===== config.mk =====
export PLATFORM = sky130hd
export DESIGN_NAME = multi_joint_slew_limiter_unit
export DESIGN_NICKNAME = d
export VERILOG_FILES = /design/src/rtl/msl_pkg.sv /design/src/rtl/multi_joint_slew_limiter_unit.sv /design/src/rtl/msl_ctrl.sv /design/src/rtl/msl_dp.sv
export SDC_FILE = /design/constraint.sdc
export NUM_CORES = 2
export LEC_CHECK = 0
export BUFFER_PORTS_ARGS = -buffer_cell sky130_fd_sc_hd__buf_2
export CAP_MARGIN = 20
export CORE_UTILIZATION = 55
export CTS_CLUSTER_DIAMETER = 30
export DETAILED_ROUTE_END_ITERATION = 10
export PLACE_DENSITY = 0.74
export SLEW_MARGIN = 20
export SYNTH_ARGS = -nofsm -noshare
export SYNTH_HDL_FRONTEND = slang
export SYNTH_SLANG_ARGS = --single-unit

===== constraint.sdc =====
create_clock -name clock -period 40.4 [get_ports clock]
set_clock_uncertainty 0.15 [all_clocks]
set_input_delay 8.08 -clock clock [delete_from_list [all_inputs] [get_ports clock]]
set_output_delay 8.08 -clock clock [all_outputs]
set_load 0.1 [all_outputs]

===== src/rtl/msl_pkg.sv =====
// ----------------------------------------------------------------------------
// msl_pkg
// Types and fixed constants shared by the multi-joint slew limiter files.
// ----------------------------------------------------------------------------
package msl_pkg;

   // item kinds
   localparam logic [2:0] KIND_TICK       = 3'd0;
   localparam logic [2:0] KIND_STOP       = 3'd1;
   localparam logic [2:0] KIND_MOVE       = 3'd2;
   localparam logic [2:0] KIND_ACTIVATE   = 3'd3;
   localparam logic [2:0] KIND_DEACTIVATE = 3'd4;
   localparam logic [2:0] KIND_CONFIGURE  = 3'd5;

   // motion status codes
   localparam logic [1:0] MOTION_STOPPED = 2'd0;
   localparam logic [1:0] MOTION_MOVING  = 2'd1;
   localparam logic [1:0] MOTION_HOLDING = 2'd2;
   localparam logic [1:0] MOTION_FAULT   = 2'd3;

   // register indexes
   localparam logic [1:0] REG_JOINT_COUNT     = 2'd0;
   localparam logic [1:0] REG_FULL_STEP_LIMIT = 2'd1;
   localparam logic [1:0] REG_TICK_RATE       = 2'd2;
   localparam logic [1:0] REG_DEADBAND        = 2'd3;

   // register reset values
   localparam logic [2:0]  JOINT_COUNT_RESET     = 3'd6;
   localparam logic [19:0] FULL_STEP_LIMIT_RESET = 20'd655;
   localparam logic [9:0]  TICK_RATE_RESET       = 10'd50;
   localparam logic [15:0] DEADBAND_RESET        = 16'd7;

   // velocity scale, units of 1/1024
   localparam logic [10:0] SCALE_MIN   = 11'd51;
   localparam logic [10:0] SCALE_MAX   = 11'd1024;
   localparam logic [10:0] SCALE_RESET = 11'd512;

   // step limit is below 2**20, so a step fits in 21 signed bits
   localparam int STEP_BITS = 21;

   typedef struct packed {
      logic [2:0]         kind;
      logic [2:0]         joint_index;
      logic signed [31:0] target_position;
      logic [10:0]        speed_scale;
      logic [3:0]         target_count;
      logic               last_target;
   } req_type;

   typedef struct packed {
      logic [2:0]         joint_number;
      logic signed [31:0] position;
      logic signed [31:0] velocity;
      logic [1:0]         status;
      logic               last_joint;
   } rsp_type;

   typedef struct packed {
      logic [2:0]  joint_count;
      logic [19:0] full_step_limit;
      logic [9:0]  tick_rate;
      logic [15:0] deadband;
   } cfg_type;

   // controller to datapath
   typedef struct packed {
      logic apply_configure;
      logic apply_activate;
      logic apply_deactivate;
      logic apply_stop;
      logic apply_move;
      logic load_limit;
      logic calc_error;
      logic calc_step;
      logic calc_velocity;
      logic next_joint;
      logic finish_tick;
   } cmd_type;

   // datapath to controller
   typedef struct packed {
      logic active;
      logic last_joint;
   } stat_type;

endpackage


===== src/rtl/multi_joint_slew_limiter_unit.sv =====
// ----------------------------------------------------------------------------
// multi_joint_slew_limiter_unit
// Moves up to MAX_JOINTS joint positions toward their targets, slew limited.
// ----------------------------------------------------------------------------
// Commands enter on the req_ channel (valid/ready), one transfer per command.
// Stop, move element, activate, deactivate and configure complete in the
// cycle of the transfer; req_ready stays high and the next command may follow
// in the next cycle.
// A tick on an active block emits one rsp_ transfer per joint in use, joint 0
// first, last_joint set on the final one. The sequencer loads the step limit,
// then takes each joint through three steps (error, clamp and sum, velocity
// multiply), updates the status, and then presents one result per joint.
// While results wait, req_ready is low; a stalled receiver holds the result
// and its payload steady until taken.
// Reset returns the sequencer to idle, zeroes positions and targets, sets
// status stopped, scale 512, inactive, and the registers to their defaults.
// Registers sit on the APB port at byte addresses 0, 4, 8 and 12; pready is
// always high.
// ----------------------------------------------------------------------------
module multi_joint_slew_limiter_unit #(
   parameter int MAX_JOINTS    = 6,
   parameter int POSITION_BITS = 32
) (
   input  logic              clock,
   input  logic              reset,
   input  logic              req_valid,
   output logic              req_ready,
   input  msl_pkg::req_type  req_data,
   output logic              rsp_valid,
   input  logic              rsp_ready,
   output msl_pkg::rsp_type  rsp_data,
   input  logic              psel,
   input  logic              penable,
   input  logic              pwrite,
   input  logic [3:0]        paddr,
   input  logic [31:0]       pwdata,
   output logic [31:0]       prdata,
   output logic              pready
);
   import msl_pkg::*;

   cfg_type  cfg_ff;
   cfg_type  cfg_in;
   cmd_type  cmd;
   stat_type stat;
   logic     wr_en;

   assign pready = 1'b1;
   assign wr_en  = psel & penable & pwrite;

   always_comb begin
      cfg_in = cfg_ff;
      if (wr_en) begin
         case (paddr[3:2])
            REG_JOINT_COUNT:     cfg_in.joint_count     = pwdata[2:0];
            REG_FULL_STEP_LIMIT: cfg_in.full_step_limit = pwdata[19:0];
            REG_TICK_RATE:       cfg_in.tick_rate       = pwdata[9:0];
            REG_DEADBAND:        cfg_in.deadband        = pwdata[15:0];
            default: ;
         endcase
      end
   end

   always_ff @(posedge clock) begin
      if (reset) begin
         cfg_ff.joint_count     <= JOINT_COUNT_RESET;
         cfg_ff.full_step_limit <= FULL_STEP_LIMIT_RESET;
         cfg_ff.tick_rate       <= TICK_RATE_RESET;
         cfg_ff.deadband        <= DEADBAND_RESET;
      end else begin
         cfg_ff <= cfg_in;
      end
   end

   always_comb begin
      case (paddr[3:2])
         REG_JOINT_COUNT:     prdata = 32'(cfg_ff.joint_count);
         REG_FULL_STEP_LIMIT: prdata = 32'(cfg_ff.full_step_limit);
         REG_TICK_RATE:       prdata = 32'(cfg_ff.tick_rate);
         REG_DEADBAND:        prdata = 32'(cfg_ff.deadband);
         default:             prdata = '0;
      endcase
   end

   msl_ctrl u_ctrl (
      .clock     (clock),
      .reset     (reset),
      .req_valid (req_valid),
      .req_ready (req_ready),
      .req_kind  (req_data.kind),
      .rsp_valid (rsp_valid),
      .rsp_ready (rsp_ready),
      .stat      (stat),
      .cmd       (cmd)
   );

   msl_dp #(
      .MAX_JOINTS    (MAX_JOINTS),
      .POSITION_BITS (POSITION_BITS)
   ) u_dp (
      .clock    (clock),
      .reset    (reset),
      .cmd      (cmd),
      .req_data (req_data),
      .cfg      (cfg_ff),
      .stat     (stat),
      .rsp_data (rsp_data)
   );

endmodule


===== src/rtl/msl_ctrl.sv =====
// ----------------------------------------------------------------------------
// msl_ctrl
// Sequencer: decodes accepted items and walks the joints on a tick.
// ----------------------------------------------------------------------------
module msl_ctrl (
   input  logic               clock,
   input  logic               reset,
   input  logic               req_valid,
   output logic               req_ready,
   input  logic [2:0]         req_kind,
   output logic               rsp_valid,
   input  logic               rsp_ready,
   input  msl_pkg::stat_type  stat,
   output msl_pkg::cmd_type   cmd
);
   import msl_pkg::*;

   localparam logic [2:0] ST_IDLE  = 3'd0;
   localparam logic [2:0] ST_LIMIT = 3'd1;
   localparam logic [2:0] ST_ERROR = 3'd2;
   localparam logic [2:0] ST_STEP  = 3'd3;
   localparam logic [2:0] ST_VEL   = 3'd4;
   localparam logic [2:0] ST_STAT  = 3'd5;
   localparam logic [2:0] ST_EMIT  = 3'd6;

   logic [2:0] state_ff;
   logic [2:0] state_in;

   assign req_ready = (state_ff == ST_IDLE);
   assign rsp_valid = (state_ff == ST_EMIT);

   always_comb begin
      state_in = state_ff;
      cmd      = '0;
      case (state_ff)
         ST_IDLE: begin
            if (req_valid) begin
               case (req_kind)
                  KIND_TICK: begin
                     if (stat.active) state_in = ST_LIMIT;
                  end
                  KIND_STOP:       cmd.apply_stop       = stat.active;
                  KIND_MOVE:       cmd.apply_move       = stat.active;
                  KIND_ACTIVATE:   cmd.apply_activate   = 1'b1;
                  KIND_DEACTIVATE: cmd.apply_deactivate = 1'b1;
                  KIND_CONFIGURE:  cmd.apply_configure  = 1'b1;
                  default: ;
               endcase
            end
         end
         ST_LIMIT: begin
            cmd.load_limit = 1'b1;
            state_in       = ST_ERROR;
         end
         ST_ERROR: begin
            cmd.calc_error = 1'b1;
            state_in       = ST_STEP;
         end
         ST_STEP: begin
            cmd.calc_step = 1'b1;
            state_in      = ST_VEL;
         end
         ST_VEL: begin
            cmd.calc_velocity = 1'b1;
            if (stat.last_joint) begin
               state_in = ST_STAT;
            end else begin
               cmd.next_joint = 1'b1;
               state_in       = ST_ERROR;
            end
         end
         ST_STAT: begin
            cmd.finish_tick = 1'b1;
            state_in        = ST_EMIT;
         end
         ST_EMIT: begin
            if (rsp_ready) begin
               if (stat.last_joint) begin
                  state_in = ST_IDLE;
               end else begin
                  cmd.next_joint = 1'b1;
               end
            end
         end
         default: state_in = ST_IDLE;
      endcase
   end

   always_ff @(posedge clock) begin
      if (reset) begin
         state_ff <= ST_IDLE;
      end else begin
         state_ff <= state_in;
      end
   end

endmodule


===== src/rtl/msl_dp.sv =====
// ----------------------------------------------------------------------------
// msl_dp
// Joint state, target staging and the per-joint step arithmetic.
// ----------------------------------------------------------------------------
module msl_dp #(
   parameter int MAX_JOINTS    = 6,
   parameter int POSITION_BITS = 32
) (
   input  logic              clock,
   input  logic              reset,
   input  msl_pkg::cmd_type  cmd,
   input  msl_pkg::req_type  req_data,
   input  msl_pkg::cfg_type  cfg,
   output msl_pkg::stat_type stat,
   output msl_pkg::rsp_type  rsp_data
);
   import msl_pkg::*;

   localparam int IW = (MAX_JOINTS > 1) ? $clog2(MAX_JOINTS) : 1;
   localparam int NW = IW + 1;
   localparam int PB = POSITION_BITS;
   localparam int WB = (PB > 32) ? PB : 32;
   localparam int XW = WB + 2;

   localparam logic signed [XW-1:0] PMAX_X = {{(XW-PB+1){1'b0}}, {(PB-1){1'b1}}};
   localparam logic signed [XW-1:0] PMIN_X = ~PMAX_X;

   logic signed [PB-1:0]        pos_ff   [MAX_JOINTS];
   logic signed [PB-1:0]        pos_in   [MAX_JOINTS];
   logic signed [PB-1:0]        tgt_ff   [MAX_JOINTS];
   logic signed [PB-1:0]        tgt_in   [MAX_JOINTS];
   logic signed [PB-1:0]        stg_ff   [MAX_JOINTS];
   logic signed [PB-1:0]        stg_in   [MAX_JOINTS];
   logic signed [31:0]          vel_ff   [MAX_JOINTS];
   logic signed [31:0]          vel_in   [MAX_JOINTS];
   logic [10:0]                 scale_ff, scale_in;
   logic [1:0]                  mstat_ff, mstat_in;
   logic                        active_ff, active_in;
   logic [IW-1:0]               jc_ff, jc_in;
   logic [19:0]                 lim_ff, lim_in;
   logic signed [XW-1:0]        err_ff, err_in;
   logic signed [STEP_BITS-1:0] step_ff, step_in;
   logic                        moved_ff, moved_in;

   logic [NW-1:0]        n_used;
   logic                 jc_last;
   logic [IW-1:0]        sidx;
   logic                 sidx_ok;
   logic                 commit_ok;
   logic signed [XW-1:0] tgt_x;
   logic signed [PB-1:0] tgt_sat;
   logic [10:0]          scale_clamp;
   logic [30:0]          lim_prod;
   logic signed [XW-1:0] diff_x;
   logic signed [XW-1:0] db_x;
   logic signed [XW-1:0] lim_x;
   logic                 go;
   logic signed [XW-1:0] step_x;
   logic signed [XW-1:0] sum_x;
   logic signed [PB-1:0] sum_sat;
   logic signed [31:0]   vprod;
   logic signed [XW-1:0] pos_out_x;

   // joints in use, clamped to 1..MAX_JOINTS
   always_comb begin
      if (cfg.joint_count == 3'd0) begin
         n_used = NW'(1);
      end else if (int'(cfg.joint_count) > MAX_JOINTS) begin
         n_used = NW'(MAX_JOINTS);
      end else begin
         n_used = NW'(cfg.joint_count);
      end
   end

   assign jc_last   = (({1'b0, jc_ff} + NW'(1)) == n_used);
   assign sidx      = IW'(req_data.joint_index);
   assign sidx_ok   = (int'(req_data.joint_index) < MAX_JOINTS);
   assign commit_ok = (int'(req_data.target_count) == int'(n_used));

   // saturate the incoming target to the position range
   assign tgt_x = XW'($signed(req_data.target_position));
   always_comb begin
      if (tgt_x > PMAX_X) begin
         tgt_sat = PMAX_X[PB-1:0];
      end else if (tgt_x < PMIN_X) begin
         tgt_sat = PMIN_X[PB-1:0];
      end else begin
         tgt_sat = tgt_x[PB-1:0];
      end
   end

   always_comb begin
      if (req_data.speed_scale < SCALE_MIN) begin
         scale_clamp = SCALE_MIN;
      end else if (req_data.speed_scale > SCALE_MAX) begin
         scale_clamp = SCALE_MAX;
      end else begin
         scale_clamp = req_data.speed_scale;
      end
   end

   assign lim_prod = 31'(cfg.full_step_limit) * 31'(scale_ff);
   assign diff_x   = XW'(tgt_ff[jc_ff]) - XW'(pos_ff[jc_ff]);
   assign db_x     = {{(XW-16){1'b0}}, cfg.deadband};
   assign lim_x    = {{(XW-20){1'b0}}, lim_ff};

   // clamp the error to the limit; an arrived joint takes no step
   assign go = (err_ff > db_x) || (err_ff < -db_x);
   always_comb begin
      if (!go) begin
         step_x = '0;
      end else if (err_ff > lim_x) begin
         step_x = lim_x;
      end else if (err_ff < -lim_x) begin
         step_x = -lim_x;
      end else begin
         step_x = err_ff;
      end
   end

   assign sum_x = XW'(pos_ff[jc_ff]) + step_x;
   always_comb begin
      if (sum_x > PMAX_X) begin
         sum_sat = PMAX_X[PB-1:0];
      end else if (sum_x < PMIN_X) begin
         sum_sat = PMIN_X[PB-1:0];
      end else begin
         sum_sat = sum_x[PB-1:0];
      end
   end

   // |step| < 2**20 and rate < 2**10, so the product never leaves 32 bits
   assign vprod = 32'(step_ff) * 32'($signed({1'b0, cfg.tick_rate}));

   always_comb begin
      pos_in    = pos_ff;
      tgt_in    = tgt_ff;
      stg_in    = stg_ff;
      vel_in    = vel_ff;
      scale_in  = scale_ff;
      mstat_in  = mstat_ff;
      active_in = active_ff;
      jc_in     = jc_ff;
      lim_in    = lim_ff;
      err_in    = err_ff;
      step_in   = step_ff;
      moved_in  = moved_ff;

      if (cmd.apply_configure) begin
         for (int i = 0; i < MAX_JOINTS; i++) begin
            pos_in[i] = '0;
            tgt_in[i] = '0;
         end
         mstat_in = MOTION_STOPPED;
      end
      if (cmd.apply_activate) active_in = 1'b1;
      if (cmd.apply_deactivate) begin
         active_in = 1'b0;
         mstat_in  = MOTION_HOLDING;
      end
      if (cmd.apply_stop) begin
         tgt_in   = pos_ff;
         mstat_in = MOTION_HOLDING;
      end
      if (cmd.apply_move) begin
         if (sidx_ok) stg_in[sidx] = tgt_sat;
         if (req_data.last_target) begin
            if (commit_ok) begin
               for (int i = 0; i < MAX_JOINTS; i++) begin
                  if (i < int'(n_used)) tgt_in[i] = stg_in[i];
               end
               scale_in = scale_clamp;
               mstat_in = MOTION_MOVING;
            end else begin
               mstat_in = MOTION_FAULT;
            end
         end
      end
      if (cmd.load_limit) begin
         lim_in   = lim_prod[29:10];
         jc_in    = '0;
         moved_in = 1'b0;
      end
      if (cmd.calc_error) err_in = diff_x;
      if (cmd.calc_step) begin
         pos_in[jc_ff] = sum_sat;
         step_in       = step_x[STEP_BITS-1:0];
         moved_in      = moved_ff | go;
      end
      if (cmd.calc_velocity) vel_in[jc_ff] = vprod;
      if (cmd.next_joint) jc_in = jc_ff + IW'(1);
      if (cmd.finish_tick) begin
         if (mstat_ff == MOTION_MOVING && !moved_ff) mstat_in = MOTION_STOPPED;
         jc_in = '0;
      end
   end

   always_ff @(posedge clock) begin
      if (reset) begin
         for (int i = 0; i < MAX_JOINTS; i++) begin
            pos_ff[i] <= '0;
            tgt_ff[i] <= '0;
         end
         scale_ff  <= SCALE_RESET;
         mstat_ff  <= MOTION_STOPPED;
         active_ff <= 1'b0;
         jc_ff     <= '0;
         moved_ff  <= 1'b0;
      end else begin
         pos_ff    <= pos_in;
         tgt_ff    <= tgt_in;
         scale_ff  <= scale_in;
         mstat_ff  <= mstat_in;
         active_ff <= active_in;
         jc_ff     <= jc_in;
         moved_ff  <= moved_in;
      end
   end

   // payload only: no reset
   always_ff @(posedge clock) begin
      stg_ff  <= stg_in;
      vel_ff  <= vel_in;
      lim_ff  <= lim_in;
      err_ff  <= err_in;
      step_ff <= step_in;
   end

   assign stat.active     = active_ff;
   assign stat.last_joint = jc_last;

   assign pos_out_x             = XW'(pos_ff[jc_ff]);
   assign rsp_data.joint_number = 3'(jc_ff);
   assign rsp_data.position     = pos_out_x[31:0];
   assign rsp_data.velocity     = vel_ff[jc_ff];
   assign rsp_data.status       = mstat_ff;
   assign rsp_data.last_joint   = jc_last;

endmodule


# Word-level counts from Yosys, hierarchy flattened
# Index checks and enable logic that the tools add are counted.
# classes
n_addsub	6
mul	2
magnitude_cmp	22
eq_ne	22
mux	76
n_bitwise	5
n_reduce_logical	19
# ops
operator	count
$mux 192	8
$bwmux 192	3
$mux 32	18
$bmux 32 s3	3
$demux 32 s3	2
$pmux 32 s4	1
$mux 34	3
$lt 34x34->1	2
$add 32x34->34	1
$gt 34x17->1	1
$gt 34x21->1	1
$gt 34x32->1 const B	1
$lt 34x32->1 const B	1
$neg 16->34	1
$neg 20->34	1
$sub 32x32->33	1
$gt 32x32->1 const B	1
$lt 32x32->1 const B	1
$mul 21x11->32	1
$mul 20x11->30	1
$mux 3	9
$mux 11	2
$pmux 3 s7	1
$mux 2	8
36 further kinds	80
# word_totals
register_bits	913
in_bits	97
out_inout_bits	105
elab_cells	189

# Depth between registers and ports, before layout
# logic_depth
depth_word	11
mapped_depth	37
mapped_depth_nobuf	33

# Hierarchy
# From an unflattened synthesis, not the netlist that was laid out.
# hier_totals
cells_unflattened	5731
area_unflattened_um2	58826.4
# by_module_without_submodules
mod	n_inst	cells_each	area_each_um2	seq_area_each_um2
msl_dp	1	5440	55997.5	21800.9
multi_joint_slew_limiter_unit	1	248	2513.7	980.9
msl_ctrl	1	43	315.3	60.1

# Worst setup path before layout
# OpenSTA, ideal clock, no wires.
# synth_timing
kind	input to register
startpoint	input req_data[51] in the netlist's numbering
endpoint	register u_dp.tgt_ff[100] in the netlist's numbering
setup_ps	91
arrival_time_ps	31235
required_ps	40159
path_slack_ps	8924
stages	9
n_path_buf	3
cell_sequence	clkbuf_1 -> nor4b_1 -> nand2_1 -> nor2_1 -> o21ai_0 -> o21bai_1 -> clkbuf_1 -> clkbuf_1 -> a311oi_1
# synth_lines
element	line_no	rtl
from (decl)	multi_joint_slew_limiter_unit.sv:28	input msl_pkg::req_type req_data,
to (signal assigned)	msl_dp.sv:211	tgt_ff <= tgt_in;
to (decl)	msl_dp.sv:30	logic signed [PB-1:0] tgt_ff [MAX_JOINTS];

# Final worst setup path
# layout_timing
startpoint	input paddr[2]
endpoint	output prdata[8]
# layout_between
elab_chain_len	2
word_cells_on_any_way	5
cone_classes	eq/ne: 3; mux: 1; reduce/logical: 1
# layout_rtl
element	line_no	rtl
from (decl)	multi_joint_slew_limiter_unit.sv:35	input logic [3:0] paddr,
$eq 2x2->1 (tied with other cells)	multi_joint_slew_limiter_unit.sv:76	case (paddr[3:2])
$pmux 32 s4 *	multi_joint_slew_limiter_unit.sv:76	
to (decl)	multi_joint_slew_limiter_unit.sv:37	output logic [31:0] prdata,
# Every way passes the cells marked *; elsewhere a longest branch is shown, timed or not. The select of a mux whose other input is x is not followed.

==> results.sh <==
export IMPL_cts_root_buf="clkbuf_16"
export IMPL_syn_mean_instance_area_um2=9.91
export IMPL_cpMaxStageDelayCell="buf_2"
export IMPL_antenna_found_initial=12
export IMPL_clkTransAtPathRegs_ps=50
export IMPL_top_level_ports=202
export IMPL_finalHoldViolCount=0
export IMPL_antenna_left=0
export IMPL_cp_top_family="buffers and inverters"
export IMPL_drc=22
export IMPL_rows=119
export IMPL_rsz0062_at_grt="false"
export IMPL_total_leakage_power_nw=25.9
export IMPL_wl_per_cell_um=23.9
export IMPL_seq_area_mm2=0.0228
export IMPL_tns_ps=0
export IMPL_r2r_start="u_dp.lim_ff[1]"
export IMPL_worst_pin_slew_ps=1250
export IMPL_grt_overflow=0
export IMPL_groute_usage_overall_pct=32.8
export IMPL_startpoint_type="primary input"
export IMPL_crit_arrival_ps=9790
export IMPL_critPathKind="primary input to primary output"
export IMPL_holdPathEnd="u_dp.tgt_ff[97]"
export IMPL_cts_tree="yes"
export IMPL_period_share_pct=44.6
export IMPL_cp_slowest_stage_delay_ps=470
export IMPL_slew_viol_final=0
export IMPL_crit_top_cell="buf_2"
export IMPL_max_freq_ghz=0.0555
export IMPL_die_y_um=329
export IMPL_synth_cells=5932
export IMPL_drt_first_pass_iters=11
export IMPL_cts_buffer_depth=3
export IMPL_io_buffer_count=174
export IMPL_ctsHoldBuffers=0
export IMPL_crit_fanout=21
export IMPL_grt_pass1_wl_mm=275
export IMPL_synth_area_mm2=0.0588
export IMPL_max_vdd_ir_drop_v=0.0000347
export IMPL_timing_rr_end="u_dp.pos_ff[178]"
export IMPL_power_density_mw_per_mm2=40.2
export IMPL_insertion_delay_ps=800
export IMPL_r2r_slack_ps=29510
export IMPL_required_ps=32170
export IMPL_ys_types=91
export IMPL_cp_buffers_inverters=3
export IMPL_min_from="u_dp.pos_ff[97]"
export IMPL_cts_num_sinks=912
export IMPL_drtIter0Drc=5732
export IMPL_synth_seq_cells=912
export IMPL_dr_total_vias=48200
export IMPL_post_cts_setup_buffers=0
export IMPL_max_cap_viol_count=0
export IMPL_multi_input_area_mm2=0.0327
export IMPL_gp_congestion=0.965
export IMPL_initial_core_util_pct=55.6
export IMPL_grt_pass1_vias=47300
export IMPL_die_w_um=329
export IMPL_grt_max_degree=118
export IMPL_final_layout_size_suffix_gt1_share_pct=13.7
export IMPL_slew_limit_headroom_pct=15.9
export IMPL_min_path_cells=2
export IMPL_ys_warn_count=0
export IMPL_dpl_hpwl_mm=113
export IMPL_status="finished with violations"
export IMPL_finalPower_mw=2.68
export IMPL_cp_cell_sequence="buf_2 > nor2b_1 > buf_4 > a22o_1 > buf_2"
export IMPL_ctsResizeCount=0
export IMPL_viasPerCell=6.45
export IMPL_ys_seq_area_share_pct=38.8
export IMPL_die_area_mm2=0.108
export IMPL_coreArea_mm2=0.106
export IMPL_area_growth_pct=13.5
export IMPL_finalSetupViolCount=0
export IMPL_synth_edff_count=458
export IMPL_cts_inserted_buffers=179
export IMPL_reg2reg_depth=33
export IMPL_nFillCells=8364
export IMPL_async_flop_share_pct=0
export IMPL_violations="design-rule violations"
export IMPL_finalCriticalPeriod_ps=18020
export IMPL_ys_flop_type="edfxtp_1"
export IMPL_cp_end_kind="primary output"
export IMPL_wl_mm=179
export IMPL_ctsHtreeMaxLevel=4
export IMPL_nets=6663
export IMPL_hp_class="register to register"
## sequential cells by signal (all words and copies together), names as in the netlist
signal,count
u_dp.lim_ff,20
u_dp.jc_ff,3
u_dp.err_ff,33
cfg_ff,49
u_dp.vel_ff,192
u_dp.scale_ff,11
u_dp.stg_ff,192
u_dp.active_ff,1
u_dp.step_ff,21
u_ctrl.state_ff,3
u_dp.mstat_ff,2
u_dp.moved_ff,1
u_dp.tgt_ff,192
u_dp.pos_ff,192
## metal layers
layer,GRT usage (%),routed length [µm],vias up
li1,-,-,21200
met1,43.8,71700,23800
met2,50.1,79800,2647
met3,9.05,20200,438
met4,13.4,6700,8
met5,1.00,192,-
## where the power goes
group | leakage, nW | internal (mW) | switching (mW) | total, mW
clock | 3.04 | 1.01 | 0.539 | 1.55
sequential | 7.79 | 0.990 | 0.00326 | 0.994
combinational | 15.1 | 0.0433 | 0.0953 | 0.139
total | 25.9 | 2.05 | 0.638 | 2.68
## synthesized netlist by cell type, types with 40 or more instances
cell type,instances,area share (%)
a221oi_1,193,2.9
mux2_2,200,3.8
edfxtp_1,458,23
a22oi_1,257,3.3
o21ai_0,76,0.65
and2_1,201,2.1
inv_1,430,2.7
ha_1,305,6.5
a21o_1,57,0.73
nand3_1,323,2.7
dfxtp_1,454,15
nor2_1,326,2.1
clkbuf_1,387,2.5
xnor2_1,113,1.7
a21oi_1,177,1.5
nand2_1,801,5.1
fa_1,346,12
nor3_1,76,0.65
a311oi_1,195,2.9
o21a_1,40,0.51
## kinds of logic (layout without fill, tap and decap cells)
logic type,Yosys count,after routing,synth area share (%)
AO/OA/AOI/OAI,1204,1204,15.5
XOR/XNOR,141,141,2.10
adder cells (fa/ha/maj),651,651,18.3
buffers and inverters,873,1003,5.87
flip-flops,912,912,38.8
multiplexers,223,223,4.28
other,2,21,0.0128
AND/OR/NAND/NOR,1926,1926,15.2
## metrics by stage
step           utilization [%]  instance area [µm²]  hold slack, ps  instances  worst slack, ps
2_1_floorplan                -                58900             293       5943             8920
3_5_place_dp              57.0                60300             321       7124            22390
5_1_grt                   63.1                66700             321       7468            22320
4_1_cts                   63.1                66700             296       7463            22380
3_3_place_gp              57.0                60300             321       7123            22390
6_report                  63.1                66800             301       7472            22380
## area by class of cell
cell class / count / area share [%]
repair buffers: 233 / 2.07
clock inverters: 127 / 2.37
diodes: 8 / 0.0300
clock buffers: 212 / 7.24
inverters: 431 / 2.42
multi-input cells: 4158 / 49.0
well taps: 1391 / 2.61
flip-flops and latches: 912 / 34.2
## layout by cell type, fill, tap and decap left out, types with 185 or more instances in the layout
cell	netlist	routed
a22oi_1	257	257
a311oi_1	195	195
ha_1	305	305
nand3_1	323	320
clkbuf_16	0	185
fa_1	346	346
inv_1	430	430
mux2_2	200	200
a221oi_1	193	193
edfxtp_1	458	458
nand2_1	801	794
nor2_1	326	325
dfxtp_1	454	454
and2_1	201	201
## how the worst max path moves through the flow
stage,startpoint,end,slack [ps],cells after the start
finish,paddr[2],prdata[8],22380,5
global route,paddr[2],prdata[8],22320,5
CTS,paddr[2],prdata[8],22380,5
detailed placement,paddr[2],prdata[8],22390,5
global placement,paddr[2],prdata[8],22390,5
floorplan,req_data[51],u_dp.tgt_ff[100],8920,9
## tightest hold or removal path, delay by kind of cell (launching register included)
family,cells,cell delay [ps]
simple gates,1,60
compound gates,1,80
flops,1,320
Power figures use the tool's default switching activity.
